## src/sv/spims_pkg.sv

```systemverilog
// ----------------------------------------------------------------------------
// spims_pkg
// Shared constants and helpers for the SPI master shifter.
// ----------------------------------------------------------------------------
package spims_pkg;

    localparam int unsigned SLOW_HALF_PERIOD = 368;
    localparam int unsigned MAX_BYTES        = 4;

    localparam int unsigned DUR_W   = 8;
    localparam int unsigned DATA_W  = 32;
    localparam int unsigned COUNT_W = 3;
    localparam int unsigned DIV_W   = 9;
    localparam int unsigned EFF_W   = 4;

    localparam logic [DUR_W-1:0]   SLOW_MODE_MIN = 8'd4;
    localparam logic [EFF_W-1:0]   SLOW_EFF_CODE = 4'd12;
    localparam logic [COUNT_W-1:0] BYTES_MAX     = COUNT_W'(MAX_BYTES);

    localparam int unsigned S_TDATA_W = 40;
    localparam int unsigned M_TDATA_W = 16;

    typedef enum logic [0:0] {
        KIND_TICK  = 1'b0,
        KIND_START = 1'b1
    } kind_t;

    function automatic logic [DIV_W-1:0] half_period(input logic [DUR_W-1:0] dur);
        logic [DIV_W-1:0] hp;
        unique case (dur)
            8'd0:    hp = DIV_W'(2);
            8'd1:    hp = DIV_W'(8);
            8'd2:    hp = DIV_W'(32);
            8'd3:    hp = DIV_W'(64);
            default: hp = DIV_W'(SLOW_HALF_PERIOD);
        endcase
        return hp;
    endfunction

endpackage

```

## src/sv/spi_master_shifter.sv

```systemverilog
// ----------------------------------------------------------------------------
// spi_master_shifter
// SPI mode 0 master shifter, one stream word per system clock tick.
// ----------------------------------------------------------------------------
// Every input word is one tick of the SPI clock divider and shifter and
// produces exactly one output word; the block takes one word per cycle, with
// the state update done in the accept cycle and the result held in an output
// register so a stalled output blocks input only while that register is full.
// A start word (tuser = 1) while idle loads 1 to 4 bytes (larger counts saturate to 4), sent MSB first.
// cfg_data selects the SCK rate: 0..3 give dividers 4/16/64/128, 4 or more is
// slow mode (half period 368 ticks, MISO sampled at the falling edge).
module spi_master_shifter (
    input  logic        aclk,
    input  logic        aresetn,
    input  logic        cfg_valid,
    output logic        cfg_ready,
    input  logic [7:0]  cfg_data,      // sck_duration
    input  logic        s_tvalid,
    output logic        s_tready,
    input  logic [spims_pkg::S_TDATA_W-1:0] s_tdata, // tx_data[31:0], byte_count[34:32],
                                                     // miso[35], zero
    input  logic        s_tuser,       // kind
    output logic        m_tvalid,
    input  logic        m_tready,
    output logic [15:0] m_tdata,       // sck, mosi, busy_res, rx_byte[10:3], eff_dur[14:11]
    output logic        m_tlast        // done_res
);

    logic [spims_pkg::DUR_W-1:0]   dur_reg;
    logic [spims_pkg::DATA_W-1:0]  shift_out_reg, shift_out_next;
    logic [7:0]                    shift_in_reg, shift_in_next;
    logic [7:0]                    last_rx_reg, last_rx_next;
    logic [2:0]                    bit_idx_reg, bit_idx_next;
    logic [spims_pkg::COUNT_W-1:0] bytes_left_reg, bytes_left_next;
    logic [spims_pkg::DIV_W-1:0]   div_reg, div_next;
    logic                          clk_lvl_reg, clk_lvl_next;
    logic                          active_reg, active_next;
    logic                          done_next;

    logic                          out_valid_reg;
    logic [spims_pkg::M_TDATA_W-1:0] out_data_reg, out_data_next;
    logic                          out_last_reg;

    logic                          accept;
    spims_pkg::kind_t              kind;
    logic [spims_pkg::DATA_W-1:0]  tx_data;
    logic [spims_pkg::COUNT_W-1:0] byte_count;
    logic [spims_pkg::COUNT_W-1:0] count_sat;
    logic                          miso;
    logic                          slow;
    logic [spims_pkg::DIV_W:0]     div_inc;
    logic [spims_pkg::EFF_W-1:0]   eff_dur;

    assign cfg_ready  = 1'b1;
    assign s_tready   = !out_valid_reg || m_tready;
    assign accept     = s_tvalid && s_tready;

    assign kind       = spims_pkg::kind_t'(s_tuser);
    assign tx_data    = s_tdata[31:0];
    assign byte_count = s_tdata[34:32];
    assign miso       = s_tdata[35];

    assign slow      = dur_reg >= spims_pkg::SLOW_MODE_MIN;
    assign count_sat = (byte_count > spims_pkg::BYTES_MAX) ? spims_pkg::BYTES_MAX : byte_count;
    assign div_inc   = {1'b0, div_reg} + (spims_pkg::DIV_W + 1)'(1);
    assign eff_dur   = slow ? spims_pkg::SLOW_EFF_CODE : dur_reg[spims_pkg::EFF_W-1:0];

    always_comb begin
        shift_out_next  = shift_out_reg;
        shift_in_next   = shift_in_reg;
        last_rx_next    = last_rx_reg;
        bit_idx_next    = bit_idx_reg;
        bytes_left_next = bytes_left_reg;
        div_next        = div_reg;
        clk_lvl_next    = clk_lvl_reg;
        active_next     = active_reg;
        done_next       = 1'b0;
        if (!active_reg) begin
            if (kind == spims_pkg::KIND_START && byte_count != '0) begin
                unique case (count_sat)
                    3'd1:    shift_out_next = {tx_data[7:0], 24'd0};
                    3'd2:    shift_out_next = {tx_data[15:0], 16'd0};
                    3'd3:    shift_out_next = {tx_data[23:0], 8'd0};
                    default: shift_out_next = tx_data;
                endcase
                shift_in_next   = '0;
                bit_idx_next    = 3'd7;
                bytes_left_next = count_sat;
                div_next        = '0;
                clk_lvl_next    = 1'b0;
                active_next     = 1'b1;
            end
        end else if (div_inc >= {1'b0, spims_pkg::half_period(dur_reg)}) begin
            div_next = '0;
            if (!clk_lvl_reg) begin
                clk_lvl_next = 1'b1;
                if (!slow) begin
                    shift_in_next = {shift_in_reg[6:0], miso};
                end
            end else begin
                clk_lvl_next = 1'b0;
                if (slow) begin
                    shift_in_next = {shift_in_reg[6:0], miso};
                end
                shift_out_next = {shift_out_reg[spims_pkg::DATA_W-2:0], 1'b0};
                if (bit_idx_reg == 3'd0) begin
                    last_rx_next    = shift_in_next;
                    bit_idx_next    = 3'd7;
                    bytes_left_next = bytes_left_reg - spims_pkg::COUNT_W'(1);
                    if (bytes_left_next == '0) begin
                        active_next = 1'b0;
                        done_next   = 1'b1;
                    end
                end else begin
                    bit_idx_next = bit_idx_reg - 3'd1;
                end
            end
        end else begin
            div_next = div_inc[spims_pkg::DIV_W-1:0];
        end
    end

    always_comb begin
        out_data_next = {1'b0, eff_dur, last_rx_next, active_next,
                         active_next & shift_out_next[spims_pkg::DATA_W-1], clk_lvl_next};
    end

    always_ff @(posedge aclk) begin
        if (!aresetn) begin
            dur_reg        <= 8'd1;
            shift_out_reg  <= '0;
            shift_in_reg   <= '0;
            last_rx_reg    <= '0;
            bit_idx_reg    <= 3'd7;
            bytes_left_reg <= '0;
            div_reg        <= '0;
            clk_lvl_reg    <= 1'b0;
            active_reg     <= 1'b0;
            out_valid_reg  <= 1'b0;
        end else begin
            if (cfg_valid && cfg_ready) begin
                dur_reg <= cfg_data;
            end
            if (accept) begin
                shift_out_reg  <= shift_out_next;
                shift_in_reg   <= shift_in_next;
                last_rx_reg    <= last_rx_next;
                bit_idx_reg    <= bit_idx_next;
                bytes_left_reg <= bytes_left_next;
                div_reg        <= div_next;
                clk_lvl_reg    <= clk_lvl_next;
                active_reg     <= active_next;
                out_valid_reg  <= 1'b1;
            end else if (m_tready) begin
                out_valid_reg  <= 1'b0;
            end
        end
    end

    always_ff @(posedge aclk) begin
        if (accept) begin
            out_data_reg <= out_data_next;
            out_last_reg <= done_next;
        end
    end

    assign m_tvalid = out_valid_reg;
    assign m_tdata  = out_data_reg;
    assign m_tlast  = out_last_reg;

    a_done_idle: assert property (@(posedge aclk) disable iff (!aresetn)
        m_tvalid && m_tlast |-> !m_tdata[2])
        else $error("done reported while still busy");

    a_mosi_idle: assert property (@(posedge aclk) disable iff (!aresetn)
        m_tvalid && !m_tdata[2] |-> !m_tdata[1])
        else $error("mosi high while idle");

    a_idle_no_bytes: assert property (@(posedge aclk) disable iff (!aresetn)
        !active_reg |-> bytes_left_reg == '0)
        else $error("bytes left while idle");

    a_hold_on_stall: assert property (@(posedge aclk) disable iff (!aresetn)
        m_tvalid && !m_tready |=> m_tvalid && !s_tready || m_tready)
        else $error("input taken while output stalled");

endmodule

```

## config.mk

```make
export PLATFORM = sky130hd
export DESIGN_NAME = spi_master_shifter
export DESIGN_NICKNAME = d
export VERILOG_FILES = /design/src/sv/spims_pkg.sv /design/src/sv/spi_master_shifter.sv
export SDC_FILE = /design/constraint.sdc
export NUM_CORES = 1
export LEC_CHECK = 0
export BUFFER_PORTS_ARGS = -buffer_cell sky130_fd_sc_hd__buf_2
export CAP_MARGIN = 20
export CORE_ASPECT_RATIO = 1.75
export CORE_MARGIN = 2
export CORE_UTILIZATION = 57
export DETAILED_ROUTE_END_ITERATION = 10
export PLACE_DENSITY = 0.87
export SETUP_SLACK_MARGIN = 0.5
export SLEW_MARGIN = 20
export SYNTH_ARGS = -nofsm -noshare
export SYNTH_HDL_FRONTEND = slang
export SYNTH_SLANG_ARGS = --single-unit
```

## constraint.sdc

```tcl
create_clock -name aclk -period 3.8 [get_ports aclk]
set_input_delay 0.19 -clock aclk [delete_from_list [all_inputs] [get_ports aclk]]
set_output_delay 0.19 -clock aclk [all_outputs]
set_load 0.02 [all_outputs]
```

==> impl_metrics.yaml <==
die:
  fp.dieW_um: 74.4
  pin_count: 74
  fp-row-count: 45
  die_area_um2: 9470
  start_util_pct: 57.8
  die_h_um: 127
  coreArea_um2: 8560
layout:
  final_nets: 673
  drive_above_1_share_pct: 20.4
  stdcell_count: 730
  diodes: 0
  fill_cells: 690
  area_growth_pct: 16.5
  largest_reg_flops: 32
  fin_area_um2: 5770
clock_network:
  cts_root_buf: "clkbuf_16"
  cts_max_level: 3
  cts_tree: "built"
  clock-sinks: 90
  clk_latency_ns: 0.36
  postCtsHoldBufs: 0
  cts_buffers: 9
  path_clk_slew_ns: 0.07
  clk_path_buf_depth: 2
timing:
  holdWs_ns: 0.0653
  fin_tns_setup_ns: 0
  period_needed_ns: 3.23
  setup_viol: 0
  worstMarginPinSlew_ns: 0.958
  skew_ns: 0.00821
  final_max_slew_viol_count: 0
  relSlewSlack_pct: 36.0
  hold_violations: 0
  timing.fmax_ghz: 0.310
  fin_ws_ns: 0.575
  min_period_over_period_pct: 84.9
  rsz0062_at_grt: "false"
routing:
  met2_length_mm: 6.50
  viasPerCell: 6.16
  wl_met3_um: 667
  drc_errors: 0
  drtAntennaViolNets: 0
  met1_length_mm: 4.67
  dr.first_iter.drc_count: 428
  drtPass1Iterations: 6
  num_vias: 4494
  top_layer: "met4"
  drt_wl_total_mm: 12.2
  wl_per_cell_um: 16.7
logic_synthesis:
  synthTopCellsByArea: "dfxtp_1, edfxtp_1, mux2i_1"
  syn-cell-area_um2: 4950
  synth_top_area_share_pct: 29.9
  synth.avg_cell_area_um2: 8.91
  synth.largest_area_cell: "dfxtp_1"
  seq_area_frac_synth_pct: 39.7
  synth_cells: 555
  synth-main-ff-cell: "dfxtp_1"
  synth_edf_count: 16
  ys_ff_latch: 90
  synth_warnings: 0
  syn-num-nets: 620
  ys_types: 68
  async_reset_ff_share_pct: 0
placement:
  place_congestion: 0.902
  placed_area_um2: 5320
  hpwl_mm: 8.60
  port_buffers: 67
  place_ws_ns: 0.328
  place_inst: 709
setup_path:
  rrSetupSlack_ns: 0.57
  critPathLaunchType: "flip-flop"
  path_max_fanout: 12
  critPathArrivalTime_ns: 3.47
  end_kind: "flip-flop"
  crit_type: "reg2reg"
  crit_required_ns: 4.05
power:
  ir_drop_uv: 282
  power_density_nw_per_um2: 396
  p_leak_nw: 2.42
global_route:
  grt_pass1_vias: 4397
  overflow: 0
  grt_max_degree: 40
  antenna_found_initial: 0
  grt_use_total_pct: 26.1
  grt_pass1_wl_mm: 19.5
run:
  maxCapViolations: 0
run_status:
  outcome: "completed"
min_path:
  hold_class: "in2reg"
==> per-stage QoR <==
| stage | total power, mW | util, % |
|---|---|---|
| final | 2.28 | 67.4 |
| after global routing | 2.37 | 67.4 |
| after CTS | 2.27 | 65.8 |
| after detailed placement | 1.40 | 62.1 |
| after global placement | 1.39 | 62.1 |
| after floorplan | 1.30 | - |
==> area by class of cell <==
type,instances,area (um2),area share [%]
Multi-Input combinational cell,383,2690,46.6
Sequential cell,90,1970,34.1
Timing Repair Buffer,86,523,9.07
Clock buffer,9,225,3.91
Tap cell,117,146,2.54
Inverter,38,143,2.47
Clock inverter,7,71.3,1.24
==> cell usage in the layout, fill, tap and decap left out, types with 3 or more instances in the layout <==
cell type,count
dfxtp_1,71
buf_2,67
nand2_1,47
nor2_1,43
a21oi_1,40
inv_1,38
mux2i_1,31
o21ai_0,24
o2111ai_1,17
o211a_1,17
edfxtp_1,16
nand3_1,14
buf_4,13
a22oi_1,11
ha_1,10
clkbuf_16,10
a311oi_1,8
a22o_1,8
a211oi_1,7
o221ai_1,7
a32o_1,7
xnor2_1,6
nor3_1,6
a221oi_1,6
nand2b_1,5
a31oi_1,5
buf_6,4
o21a_1,3
and3_1,3
a211oi_2,3
and2_1,3
o211ai_1,3
==> path summary, 6_finish.rpt <==
check	startpoint	end	depth (start not counted)
worst max-delay path	div_reg[0]	shift_out_reg[23]	13
worst min-delay path	cfg_data[0]	dur_reg[0]	3
worst max register to register	div_reg[0]	shift_out_reg[23]	13
worst min register to register	shift_out_reg[24]	shift_out_reg[24]	2
==> repair_timing <==
item	CTS	global route
gates resized for setup	4	16
setup endpoints to repair	40	54
pin swaps	1	4
buffers inserted	1	3
gates cloned	0	1
==> per-layer routing <==
| metal | global-route usage [%] | vias to the layer above |
|---|---|---|
| met1 | 28.6 | 2090 |
| met2 | 46.3 | 193 |
| met3 | 5.28 | 30 |
| met4 | 12.9 | 0 |
| met5 | 0 | - |
| li1 | - | 2181 |
==> power breakdown <==
part           switching (mW)  internal [mW]
Clock                   0.418          0.463
Sequential             0.0284           1.02
Combinational           0.211          0.144
Total                   0.657           1.63
==> Yosys cell counts, types with 14 or more instances <==
cell type  number
inv_1          38
o2111ai_1      17
clkbuf_1       23
a21oi_1        40
mux2i_1        31
nand3_1        14
o211a_1        17
o21ai_0        24
dfxtp_1        74
nand2_1        47
nor2_1         43
edfxtp_1       16
==> cell families (layout without fill, tap and decap cells) <==
group	after synthesis	in the layout	synth area share [%]
AND/OR/NAND/NOR	138	138	12.7
XOR/XNOR	7	7	1.24
multiplexers	32	32	6.50
other	2	2	0.152
adder cells (fa/ha/maj)	11	11	2.78
flip-flops	90	90	39.7
buffers and inverters	82	140	7.23
AO/OA/AOI/OAI	193	193	29.7
==> critical path: stages, from the launching register on <==
cell	delay, ns
dfxtp_4	0.39
ha_4	0.16
and3_4	0.21
nand3_1	0.09
xnor2_1	0.17
ha_1	0.38
nand2_1	0.10
a311o_1	0.33
a211o_4	0.40
a41oi_4	0.24
buf_6	0.16
buf_12	0.13
o2111ai_1	0.15
o211a_1	0.20
Power figures use the tool's default switching activity.
